### src/rtl/core/assert_macros.svh
// Assertion helpers shared by the RTL modules.
// Uses no other file; included by modules that carry assertions.
`ifndef ASSERT_MACROS_SVH
`define ASSERT_MACROS_SVH

// Antecedent implies consequent in the same cycle.
`define ASSERT_SAME(label, clk, rstn, ante, cons, msg) \
    label: assert property (@(posedge clk) disable iff (!rstn) (ante) |-> (cons)) \
        else $error(msg);

// Antecedent implies consequent in the next cycle.
`define ASSERT_NEXT(label, clk, rstn, ante, cons, msg) \
    label: assert property (@(posedge clk) disable iff (!rstn) (ante) |=> (cons)) \
        else $error(msg);

`endif

### src/rtl/core/shmc_pkg.sv
// Shared types, codes and helpers for the stepper homing and move controller.
// No dependencies; imported by every module of the block.
package shmc_pkg;

    localparam logic [2:0] REQ_TICK   = 3'd0;
    localparam logic [2:0] REQ_HOME   = 3'd1;
    localparam logic [2:0] REQ_MOVE   = 3'd2;
    localparam logic [2:0] REQ_REPORT = 3'd3;
    localparam logic [2:0] REQ_POLL   = 3'd4;
    localparam logic [2:0] REQ_CUR    = 3'd5;

    localparam logic [2:0] K_MOVE = 3'd0;
    localparam logic [2:0] K_STOP = 3'd1;
    localparam logic [2:0] K_DONE = 3'd2;
    localparam logic [2:0] K_ERR  = 3'd3;
    localparam logic [2:0] K_CUR  = 3'd4;
    localparam logic [2:0] K_REJ  = 3'd5;

    localparam logic [2:0] OP_TICK   = 3'd0;
    localparam logic [2:0] OP_HOME   = 3'd1;
    localparam logic [2:0] OP_MOVE   = 3'd2;
    localparam logic [2:0] OP_REPORT = 3'd3;
    localparam logic [2:0] OP_POLL   = 3'd4;
    localparam logic [2:0] OP_POLL2  = 3'd5;
    localparam logic [2:0] OP_CUR    = 3'd6;
    localparam logic [2:0] OP_REJ    = 3'd7;

    localparam logic [1:0] CFG_TIMEOUT = 2'd0;
    localparam logic [1:0] CFG_TRAVEL  = 2'd1;
    localparam logic [1:0] CFG_OFFSPD  = 2'd2;
    localparam logic [1:0] CFG_CURRENT = 2'd3;

    localparam int MAX_RES = 16;

    typedef struct packed {
        logic [2:0]         req_type;
        logic               group;
        logic [3:0]         axis_sel;
        logic [15:0]        speed;
        logic signed [31:0] distance;
        logic               direction;
        logic               relative_mode;
        logic [7:0]         move_status;
        logic [7:0]         switch_levels;
    } req_t;

    typedef struct packed {
        logic [2:0]  cmd_kind;
        logic        out_group;
        logic [2:0]  out_axis;
        logic [15:0] out_speed;
        logic [31:0] out_distance;
        logic        out_direction;
        logic [15:0] out_current;
        logic        last;
    } res_t;

    // Controller to datapath command.
    typedef struct packed {
        logic       load;
        logic       step;
        logic [2:0] op;
        logic [3:0] axis;
        logic       grp;
        logic       flush;
    } cmd_t;

    typedef struct packed {
        logic need_second;
    } stat_t;

    function automatic logic [31:0] mag32(input logic signed [31:0] v);
        return v[31] ? 32'(-v) : 32'(v);
    endfunction

    function automatic res_t make_res(input logic [2:0] kind, input logic grp,
                                      input logic [3:0] axis, input logic [15:0] spd,
                                      input logic [31:0] steps, input logic dir,
                                      input logic [15:0] cur);
        res_t r;
        r.cmd_kind      = kind;
        r.out_group     = grp;
        r.out_axis      = axis[2:0];
        r.out_speed     = spd;
        r.out_distance  = steps;
        r.out_direction = dir;
        r.out_current   = cur;
        r.last          = 1'b0;
        return r;
    endfunction

endpackage

### src/rtl/core/shmc_ctrl.sv
// Sequencer for the homing and move controller: walks the axes of one item.
// Depends on shmc_pkg and assert_macros.svh.
`include "assert_macros.svh"

module shmc_ctrl
    import shmc_pkg::*;
#(
    parameter int AXES_PER_GROUP = 4
)
(
    input  logic  clk,
    input  logic  rst_n,
    input  logic  start,
    input  req_t  request,
    input  stat_t stat,
    output cmd_t  cmd,
    output logic  busy
);

    localparam int KW = (2 * AXES_PER_GROUP > 1) ? $clog2(2 * AXES_PER_GROUP) : 1;

    localparam logic [1:0] S_IDLE   = 2'd0;
    localparam logic [1:0] S_STEP   = 2'd1;
    localparam logic [1:0] S_SECOND = 2'd2;
    localparam logic [1:0] S_FLUSH  = 2'd3;

    logic [1:0]    state_reg, state_next;
    logic [2:0]    op_reg, op_next;
    logic [KW-1:0] k_reg, k_next;
    logic [KW-1:0] kend_reg, kend_next;
    logic          g_reg, g_next;
    logic          accept;
    logic          bad_sel;

    assign busy    = (state_reg != S_IDLE);
    assign accept  = start && !busy;
    assign bad_sel = (5'(request.axis_sel) > 5'(AXES_PER_GROUP));

    always_ff @(posedge clk or negedge rst_n)
    begin
        if (!rst_n)
        begin
            state_reg <= S_IDLE;
            op_reg    <= OP_TICK;
            k_reg     <= '0;
            kend_reg  <= '0;
            g_reg     <= 1'b0;
        end
        else
        begin
            state_reg <= state_next;
            op_reg    <= op_next;
            k_reg     <= k_next;
            kend_reg  <= kend_next;
            g_reg     <= g_next;
        end
    end

    always_comb
    begin
        state_next = state_reg;
        op_next    = op_reg;
        k_next     = k_reg;
        kend_next  = kend_reg;
        g_next     = g_reg;
        cmd        = '0;
        cmd.op     = op_reg;
        cmd.grp    = g_reg;
        cmd.axis   = 4'(k_reg);
        unique case (state_reg)
            S_IDLE:
            begin
                if (accept)
                begin
                    cmd.load   = 1'b1;
                    g_next     = request.group;
                    k_next     = '0;
                    kend_next  = '0;
                    state_next = S_STEP;
                    case (request.req_type) inside
                        REQ_TICK: op_next = OP_TICK;
                        REQ_HOME, REQ_MOVE, REQ_REPORT:
                        begin
                            if (bad_sel)
                            begin
                                op_next = OP_REJ;
                            end
                            else
                            begin
                                op_next = (request.req_type == REQ_HOME) ? OP_HOME :
                                          (request.req_type == REQ_MOVE) ? OP_MOVE :
                                          OP_REPORT;
                                k_next    = (request.axis_sel == 4'd0) ?
                                            KW'(1) : KW'(request.axis_sel);
                                kend_next = (request.axis_sel == 4'd0) ?
                                            KW'(AXES_PER_GROUP) : KW'(request.axis_sel);
                            end
                        end
                        REQ_POLL:
                        begin
                            op_next   = OP_POLL;
                            kend_next = KW'(2 * AXES_PER_GROUP - 1);
                        end
                        REQ_CUR:
                        begin
                            op_next   = OP_CUR;
                            kend_next = KW'(1);
                        end
                        default: state_next = S_FLUSH;
                    endcase
                end
            end
            S_STEP:
            begin
                cmd.step = 1'b1;
                if (op_reg == OP_POLL)
                begin
                    cmd.axis = 4'(k_reg >> 1) + 4'd1;
                    cmd.grp  = k_reg[0];
                end
                else if (op_reg == OP_CUR)
                begin
                    cmd.axis = 4'd0;
                    cmd.grp  = k_reg[0];
                end
                if (op_reg == OP_POLL && stat.need_second)
                begin
                    state_next = S_SECOND;
                end
                else if (k_reg == kend_reg)
                begin
                    state_next = S_FLUSH;
                end
                else
                begin
                    k_next = k_reg + KW'(1);
                end
            end
            S_SECOND:
            begin
                cmd.step = 1'b1;
                cmd.op   = OP_POLL2;
                if (k_reg == kend_reg)
                begin
                    state_next = S_FLUSH;
                end
                else
                begin
                    k_next     = k_reg + KW'(1);
                    state_next = S_STEP;
                end
            end
            S_FLUSH:
            begin
                cmd.flush  = 1'b1;
                state_next = S_IDLE;
            end
            default: state_next = S_IDLE;
        endcase
    end

    `ASSERT_SAME(a_second_after_step, clk, rst_n, state_reg == S_SECOND,
        $past(state_reg) == S_STEP && $past(op_reg) == OP_POLL, "second without poll step")
    `ASSERT_NEXT(a_accept_busy, clk, rst_n, accept, busy, "accepted item not busy")
    `ASSERT_NEXT(a_flush_idle, clk, rst_n, state_reg == S_FLUSH, state_reg == S_IDLE,
        "flush not followed by idle")

endmodule

### src/rtl/core/shmc_dp.sv
// Datapath: per-axis homing state, config registers and result staging.
// Depends on shmc_pkg and assert_macros.svh.
`include "assert_macros.svh"

module shmc_dp
    import shmc_pkg::*;
#(
    parameter int AXES_PER_GROUP = 4,
    parameter int TIMER_WIDTH    = 16
)
(
    input  logic        clk,
    input  logic        rst_n,
    input  cmd_t        cmd,
    input  req_t        request,
    input  logic        wr_en,
    input  logic [1:0]  wr_index,
    input  logic [30:0] wr_data,
    output stat_t       stat,
    output res_t        result,
    output logic        result_valid
);

    localparam int NA = 2 * AXES_PER_GROUP;
    localparam int IW = (NA > 1) ? $clog2(NA) : 1;

    logic [15:0] timeout_reg;
    logic [30:0] travel_reg;
    logic [15:0] offspd_reg;
    logic [15:0] current_reg;

    logic [1:0]             hs_reg   [NA];
    logic [1:0]             hs_next  [NA];
    logic [TIMER_WIDTH-1:0] tmr_reg  [NA];
    logic [TIMER_WIDTH-1:0] tmr_next [NA];
    logic signed [31:0]     off_reg  [NA];
    logic signed [31:0]     off_next [NA];
    logic signed [31:0]     enc_reg  [NA];
    logic signed [31:0]     enc_next [NA];
    logic [7:0]             ms_reg   [NA];
    logic [7:0]             ms_next  [NA];
    logic                   wa_reg   [NA];
    logic                   wa_next  [NA];

    req_t        req_reg;
    res_t        second_reg, second_next;
    res_t        pend_reg, pend_next;
    logic        pend_valid_reg, pend_valid_next;
    logic [4:0]  cnt_reg, cnt_next;
    res_t        out_reg, out_next;
    logic        out_valid_reg, out_valid_next;

    res_t        gen_res;
    logic        gen_valid;
    logic [4:0]  idx5;
    logic [IW-1:0] idx;
    logic        home;
    logic        enc_gt;
    logic [31:0] abs_dist;
    logic        grp_moving;

    assign idx5 = 5'(cmd.grp) * 5'(AXES_PER_GROUP) + 5'(cmd.axis) - 5'd1;
    assign idx  = idx5[IW-1:0];
    assign home = (idx5 >= 5'd8) ? 1'b1 : !req_reg.switch_levels[idx5[2:0]];
    assign enc_gt   = enc_reg[idx] > req_reg.distance;
    assign abs_dist = enc_gt ? 32'(33'(enc_reg[idx]) - 33'(req_reg.distance))
                             : 32'(33'(req_reg.distance) - 33'(enc_reg[idx]));

    always_comb
    begin
        grp_moving = 1'b0;
        for (int j = 0; j < AXES_PER_GROUP; j++)
        begin
            if (ms_reg[int'(cmd.grp) * AXES_PER_GROUP + j] != 8'd0)
            begin
                grp_moving = 1'b1;
            end
        end
    end

    always_ff @(posedge clk or negedge rst_n)
    begin
        if (!rst_n)
        begin
            timeout_reg <= 16'd5000;
            travel_reg  <= 31'd3400;
            offspd_reg  <= 16'd500;
            current_reg <= 16'd100;
        end
        else if (wr_en)
        begin
            unique case (wr_index)
                CFG_TIMEOUT: timeout_reg <= wr_data[15:0];
                CFG_TRAVEL:  travel_reg  <= wr_data;
                CFG_OFFSPD:  offspd_reg  <= wr_data[15:0];
                CFG_CURRENT: current_reg <= wr_data[15:0];
                default: ;
            endcase
        end
    end

    always_ff @(posedge clk or negedge rst_n)
    begin
        if (!rst_n)
        begin
            for (int j = 0; j < NA; j++)
            begin
                hs_reg[j]  <= '0;
                tmr_reg[j] <= '0;
                off_reg[j] <= '0;
                enc_reg[j] <= '0;
                ms_reg[j]  <= '0;
                wa_reg[j]  <= 1'b0;
            end
            pend_valid_reg <= 1'b0;
            cnt_reg        <= '0;
            out_valid_reg  <= 1'b0;
        end
        else
        begin
            for (int j = 0; j < NA; j++)
            begin
                hs_reg[j]  <= hs_next[j];
                tmr_reg[j] <= tmr_next[j];
                off_reg[j] <= off_next[j];
                enc_reg[j] <= enc_next[j];
                ms_reg[j]  <= ms_next[j];
                wa_reg[j]  <= wa_next[j];
            end
            pend_valid_reg <= pend_valid_next;
            cnt_reg        <= cnt_next;
            out_valid_reg  <= out_valid_next;
        end
    end

    always_ff @(posedge clk)
    begin
        if (cmd.load)
        begin
            req_reg <= request;
        end
        second_reg <= second_next;
        pend_reg   <= pend_next;
        out_reg    <= out_next;
    end

    // Per-axis work for one step.
    always_comb
    begin
        hs_next     = hs_reg;
        tmr_next    = tmr_reg;
        off_next    = off_reg;
        enc_next    = enc_reg;
        ms_next     = ms_reg;
        wa_next     = wa_reg;
        second_next = second_reg;
        gen_res     = '0;
        gen_valid   = 1'b0;
        stat        = '0;
        if (cmd.step)
        begin
            unique case (cmd.op)
                OP_TICK:
                begin
                    for (int j = 0; j < NA; j++)
                    begin
                        if (tmr_reg[j] != '1)
                        begin
                            tmr_next[j] = tmr_reg[j] + TIMER_WIDTH'(1);
                        end
                    end
                end
                OP_HOME:
                begin
                    gen_valid = 1'b1;
                    if (home)
                    begin
                        gen_res = make_res(K_DONE, cmd.grp, cmd.axis, '0, '0, 1'b0, '0);
                    end
                    else
                    begin
                        if (req_reg.axis_sel == 4'd0 || hs_reg[idx] == 2'd0)
                        begin
                            tmr_next[idx] = '0;
                            hs_next[idx]  = 2'd1;
                        end
                        if (req_reg.distance != 32'sd0)
                        begin
                            off_next[idx] = req_reg.distance;
                            hs_next[idx]  = 2'd2;
                        end
                        gen_res = make_res(K_MOVE, cmd.grp, cmd.axis, req_reg.speed,
                                           32'(travel_reg), req_reg.direction, '0);
                    end
                end
                OP_MOVE:
                begin
                    gen_valid     = 1'b1;
                    wa_next[idx]  = 1'b1;
                    tmr_next[idx] = '0;
                    if (req_reg.relative_mode)
                    begin
                        gen_res = make_res(K_MOVE, cmd.grp, cmd.axis, req_reg.speed,
                                           mag32(req_reg.distance),
                                           !req_reg.distance[31], '0);
                    end
                    else
                    begin
                        gen_res = make_res(K_MOVE, cmd.grp, cmd.axis, req_reg.speed,
                                           abs_dist, !enc_gt, '0);
                    end
                end
                OP_REPORT:
                begin
                    ms_next[idx]  = req_reg.move_status;
                    enc_next[idx] = req_reg.distance;
                end
                OP_POLL:
                begin
                    if (hs_reg[idx] == 2'd1 && home)
                    begin
                        gen_valid     = 1'b1;
                        gen_res       = make_res(K_STOP, cmd.grp, cmd.axis, '0, '0, 1'b0, '0);
                        hs_next[idx]  = 2'd0;
                        enc_next[idx] = '0;
                    end
                    else if (hs_reg[idx] == 2'd2 && home)
                    begin
                        gen_valid        = 1'b1;
                        gen_res          = make_res(K_STOP, cmd.grp, cmd.axis, '0, '0, 1'b0, '0);
                        enc_next[idx]    = '0;
                        hs_next[idx]     = 2'd3;
                        stat.need_second = 1'b1;
                        second_next      = make_res(K_MOVE, cmd.grp, cmd.axis, offspd_reg,
                                                    mag32(off_reg[idx]),
                                                    !off_reg[idx][31], '0);
                    end
                    else if (hs_reg[idx] == 2'd3 && ms_reg[idx] == 8'd0)
                    begin
                        hs_next[idx] = 2'd0;
                    end
                    else if (hs_reg[idx] == 2'd1 && !home &&
                             33'(tmr_reg[idx]) > 33'(timeout_reg))
                    begin
                        gen_valid        = 1'b1;
                        gen_res          = make_res(K_STOP, cmd.grp, cmd.axis, '0, '0, 1'b0, '0);
                        tmr_next[idx]    = '0;
                        hs_next[idx]     = 2'd0;
                        stat.need_second = 1'b1;
                        second_next      = make_res(K_ERR, cmd.grp, cmd.axis, '0, '0, 1'b0, '0);
                    end
                end
                OP_POLL2:
                begin
                    gen_valid = 1'b1;
                    gen_res   = second_reg;
                end
                OP_CUR:
                begin
                    gen_valid = 1'b1;
                    gen_res   = make_res(K_CUR, cmd.grp, 4'd0, '0, '0, 1'b0,
                                         grp_moving ? current_reg : (current_reg >> 2));
                end
                OP_REJ:
                begin
                    gen_valid = 1'b1;
                    gen_res   = make_res(K_REJ, cmd.grp, 4'd0, '0, '0, 1'b0, '0);
                end
                default: ;
            endcase
        end
    end

    // Hold one result back so the final one can be marked last.
    always_comb
    begin
        pend_next       = pend_reg;
        pend_valid_next = pend_valid_reg;
        cnt_next        = cnt_reg;
        out_next        = pend_reg;
        out_valid_next  = 1'b0;
        if (cmd.load)
        begin
            cnt_next = '0;
        end
        if (gen_valid && cnt_reg < 5'(MAX_RES))
        begin
            cnt_next        = cnt_reg + 5'd1;
            out_valid_next  = pend_valid_reg;
            pend_next       = gen_res;
            pend_valid_next = 1'b1;
        end
        if (cmd.flush)
        begin
            out_valid_next  = pend_valid_reg;
            out_next.last   = 1'b1;
            pend_valid_next = 1'b0;
        end
    end

    assign result       = out_reg;
    assign result_valid = out_valid_reg;

    `ASSERT_SAME(a_cnt_bound, clk, rst_n, 1'b1, cnt_reg <= 5'(MAX_RES),
        "result count beyond limit")
    `ASSERT_NEXT(a_flush_clears, clk, rst_n, cmd.flush, !pend_valid_reg,
        "pending item survived flush")
    `ASSERT_SAME(a_last_alone, clk, rst_n, out_valid_reg && out_reg.last, !pend_valid_reg,
        "last item sent with another pending")

endmodule

### src/rtl/core/stepper_homing_and_move_controller_unit.sv
// Top level of the stepper homing and move controller.
// Depends on shmc_pkg, shmc_ctrl and shmc_dp.
//
// Usage: drive request and pulse start while busy is low; the item is taken
// at that edge and busy rises. Each command comes out on result for one cycle
// with result_valid high; the final one of an item has result.last set. The
// receiver cannot stall, so results are never held.
// Sequence: the item is taken in idle, then the sequencer makes a step per axis
// visited (a single step for tick and reject, one per group for a current
// check), a further step for each second command of a poll, and a closing
// step. A poll visits every axis of both groups, a broadcast home or move
// every axis of its group. A result waits in a pending register until the
// next result or the closing step, then goes out. The last shows in the cycle
// in which busy falls. The axis walk of the sequencer sets the rate: one item at a time.
// Configuration: wr_en, wr_index, wr_data write a register at once; the user must
// write only while idle, unenforced. Reset clears all axis state, loads defaults.
module stepper_homing_and_move_controller_unit
    import shmc_pkg::*;
#(
    parameter int AXES_PER_GROUP = 4,
    parameter int TIMER_WIDTH    = 16
)
(
    input  logic        clk,
    input  logic        rst_n,
    input  logic        start,
    output logic        busy,
    input  req_t        request,
    output res_t        result,
    output logic        result_valid,
    input  logic        wr_en,
    input  logic [1:0]  wr_index,
    input  logic [30:0] wr_data
);

    cmd_t  cmd;
    stat_t stat;

    shmc_ctrl #(
        .AXES_PER_GROUP(AXES_PER_GROUP)
    ) u_ctrl (
        .clk     (clk),
        .rst_n   (rst_n),
        .start   (start),
        .request (request),
        .stat    (stat),
        .cmd     (cmd),
        .busy    (busy)
    );

    shmc_dp #(
        .AXES_PER_GROUP(AXES_PER_GROUP),
        .TIMER_WIDTH   (TIMER_WIDTH)
    ) u_dp (
        .clk          (clk),
        .rst_n        (rst_n),
        .cmd          (cmd),
        .request      (request),
        .wr_en        (wr_en),
        .wr_index     (wr_index),
        .wr_data      (wr_data),
        .stat         (stat),
        .result       (result),
        .result_valid (result_valid)
    );

endmodule
### config.mk
export PLATFORM = sky130hd
export DESIGN_NAME = stepper_homing_and_move_controller_unit
export DESIGN_NICKNAME = d
export VERILOG_FILES = /design/src/rtl/core/shmc_pkg.sv /design/src/rtl/core/shmc_ctrl.sv /design/src/rtl/core/shmc_dp.sv /design/src/rtl/core/stepper_homing_and_move_controller_unit.sv
export VERILOG_INCLUDE_DIRS = /design/src /design/src/rtl/core
export SDC_FILE = /design/constraint.sdc
export NUM_CORES = 2
export LEC_CHECK = 0
export BUFFER_PORTS_ARGS = -buffer_cell sky130_fd_sc_hd__clkbuf_2
export CORE_UTILIZATION = 60
export DETAILED_ROUTE_END_ITERATION = 12
export PLACE_DENSITY = 0.8
export SYNTH_ARGS = -nofsm -noshare
export SYNTH_HDL_FRONTEND = slang
export SYNTH_SLANG_ARGS = --single-unit
### constraint.sdc
create_clock -name clk -period 19.6 [get_ports clk]
set_input_delay 0.98 -clock clk [delete_from_list [all_inputs] [get_ports clk]]
set_output_delay 0.98 -clock clk [all_outputs]
set_load 0.01 [all_outputs]
==> summary.md <==
| Metric | Value |
|---|---|
| Net count, final | `4984` |
| CTS Hold Bufs | `0` |
| Most common cell in the synthesized netlist | `dfrtp_1` |
| CTS clk-pin slew, worst paths | `0.06 ns` |
| Pin count of the biggest net entering global routing | `169` |
| Via/cell ratio | `6.86` |
| CTS tree | `yes` |
| Number of synthesized flops with an enable pin | `196` |
| Hold Slack | `0.338 ns` |
| Final ANT Viol Nets | `0` |
| Root buffer cell | `clkbuf_16` |
| Synth Flop Type | `dfrtp_1` |
| Post-synthesis sequential area ratio | `0.526` |
| Total clock sinks | `1087` |
| GRT Util Overall | `0.369` |
| Setup TNS | `0 ns` |
| Flops & latches, synth | `1087` |
| Fill count | `6231` |
| Die ar. | `89400 um^2` |
| Setup CP Type | `reg -> reg` |
| CORE AREA | `87000 um^2` |
| Crit share post-route | `0.526` |
| Tightest Pin Transition | `1.50 ns` |
| RSZ-0062 raised after global routing | `false` |
| Synth Warn # | `0` |
| Startpoint types | `register` |
| Post-Route WL | `166000 um` |
| Rows | `108` |
| Die Height | `299 um` |
| Asr flop ratio synth | `0.753` |
| Status | `complete, but fails checks` |
| Layout cells sized above 1 | `0.209` |
| Post-synthesis cell count | `4709` |
| Antenna violations before repair | `2` |
| Drt initial violations | `5264` |
| PortBufs | `185` |
| Final Critical Period | `10.31 ns` |
| Slew margin rel. | `-0.00697` |
| Hold WC Path Type | `reg -> reg` |
| Peak Freq | `97.0 MHz` |
| Final GP Congestion | `0.996` |
| First-pass GRT wire length | `250000 um` |
| Max-cap check violation count | `1` |
| Critical Path AT | `10.74 ns` |
| Final setup viols | `0` |
| Via count | `41300` |
| Fin Clk Skew | `0.0293 ns` |
| H-Tree Depth | `3` |
| Detailed Routing Iterations Pass 1 | `6` |
| Syn Area/Cell | `11.2 um^2` |
| Initial core utilization | `0.608` |
| Post-CTS setup buffer count | `0` |
| Worst-path fanout max | `58` |
| DRC violations left | `0` |
| Delay of the slowest cell on the worst path | `1.02 ns` |
| IO Pins | `186` |
| Clock buffer depth | `3` |
| Ranking of synthesized cells by area | `dfrtp_1 38%, edfxtp_1 11%, mux2_2 8.5%` |
| Hold Fails Final Rpt | `0` |
| Wire per inst | `27.6 um` |
| Clk_lat worst skew | `0.72 ns` |
| Worst path slowest cell | `fa_4` |
| Max Slew Vio Count | `8` |
| Synth Net Count | `4923` |
| Worst Path Required | `20.03 ns` |
| Resize count post-CTS | `0` |
| Top cells by count, synth | `799 x dfrtp_1, 429 x nand2_1, 399 x mux2_2` |
| Layout overhead on the synthesized area | `11.0%` |
| Vias in the first global route | `40100` |
| Post-Syn Area | `52900 um^2` |
| Total gr overflow | `0` |
| DIE WIDTH | `299 um` |
| CP delay by family, top | `simple AND/OR/NAND/NOR gates` |
| Failing checks | `max-capacitance violations, max-slew violations` |
| Cts bufs inserted | `110` |
| Detail Placement HPWL | `109000 um` |
| Critical Path End Type | `register` |
| Share of the synthesized area in the top cell type | `0.378` |
| Unique masters post-synth | `100` |
| Crit path buffers/inverters | `6` |
| Yosys top cell by area | `dfrtp_1` |
## final timing paths
path,startpoint,endpoint,slack (ns),depth (start not counted)
worst max-delay path,u_ctrl.state_reg[1],u_dp.out_next[44],9.29,27
worst min-delay path,u_dp.out_next[40],u_dp.result[40],0.34,0
worst max register to register,u_ctrl.state_reg[1],u_dp.out_next[44],9.29,27
worst min register to register,u_dp.out_next[40],u_dp.result[40],0.34,0
max in group asynchronous,rst_n,u_dp.off_reg[246],16.68,3
min in group asynchronous,rst_n,u_dp.tmr_reg[91],0.36,1
## stage by stage
stage	instance area, um^2	worst slack, ns	utilization	cells
floorplan	52900	8.05	-	4709
global placement	54800	9.82	0.630	5813
detailed placement	54800	9.55	0.630	5813
CTS	58800	9.45	0.675	6020
global route	58800	8.82	0.675	6020
finish	58800	9.29	0.675	6021
## metal layers
metal | GRT usage | wire (um) | vias up
met5 | 0.00265 | 9 | -
met4 | 0.193 | 9880 | 2
met3 | 0.104 | 19800 | 509
met2 | 0.548 | 72800 | 2580
met1 | 0.497 | 63700 | 20600
li1 | - | - | 17600
## area by class of cell
type / count / area, um^2 / share of cell area
clock buffers: 157 / 3240 / 0.0551
flip-flops and latches: 1087 / 27800 / 0.474
repair buffers: 279 / 1670 / 0.0284
clock inverters: 50 / 671 / 0.0114
multi-input cells: 3160 / 23400 / 0.398
diodes: 1 / 2.50 / 0.0000426
well taps: 1155 / 1450 / 0.0246
inverters: 132 / 504 / 0.00858
## worst reg2reg max path, stage by stage (launching register included)
cell and delay, ns:
dfrtp_1 0.41, inv_1 0.14, ha_1 0.34, nand3b_4 0.25, mux2i_4 0.31, inv_6 0.50, ha_4 0.22, inv_1 0.05
fa_4 1.02, clkinv_2 0.75, nor2_1 0.66, buf_4 0.28, nand2_2 0.35, buf_4 0.43, o22ai_1 0.21, nor2_1 0.07
and2_1 0.19, ha_1 0.47, nand4_1 0.25, nor4_4 0.45, nand4_2 0.23, and2_1 0.24, a32oi_2 0.37, nand2_2 0.41
mux2_2 0.45, o41a_1 0.43, a2111oi_0 0.40, o41ai_1 0.14
## placed cells by master, fill, tap and decap left out, types with 75 or more instances in the layout
master     Yosys  final
a21oi_1      164    163
inv_1        129    127
nand2_1      429    420
mux2i_1      109    109
nor2_1       272    262
o21ai_0      256    256
ha_1         100     99
nand3_1      113    113
edfxtp_1     196    196
clkbuf_16      0    117
buf_4          0     92
mux2_2       399    399
dfrtp_1      799    799
nor3_1        75     75
o2bb2ai_1    263    263
clkbuf_2       0    184
## cells by family (layout without fill, tap and decap cells)
family                     Yosys count  in the layout  share of synthesized area
AOI/OAI and AO/OA                 1179           1179                      0.157
xor gates and xnor gates            88             88                     0.0146
adders and majority gates          103            103                     0.0248
buffers and inverters              462            618                     0.0354
DFF                               1087           1087                      0.526
muxes                              583            583                      0.134
other                                0              1                          0
and+or+nand+nor                   1207           1207                      0.108
Power is left out: the tool's default activity adds up to more than one toggle a clock period on the data nets, which glitch-free logic cannot reach.
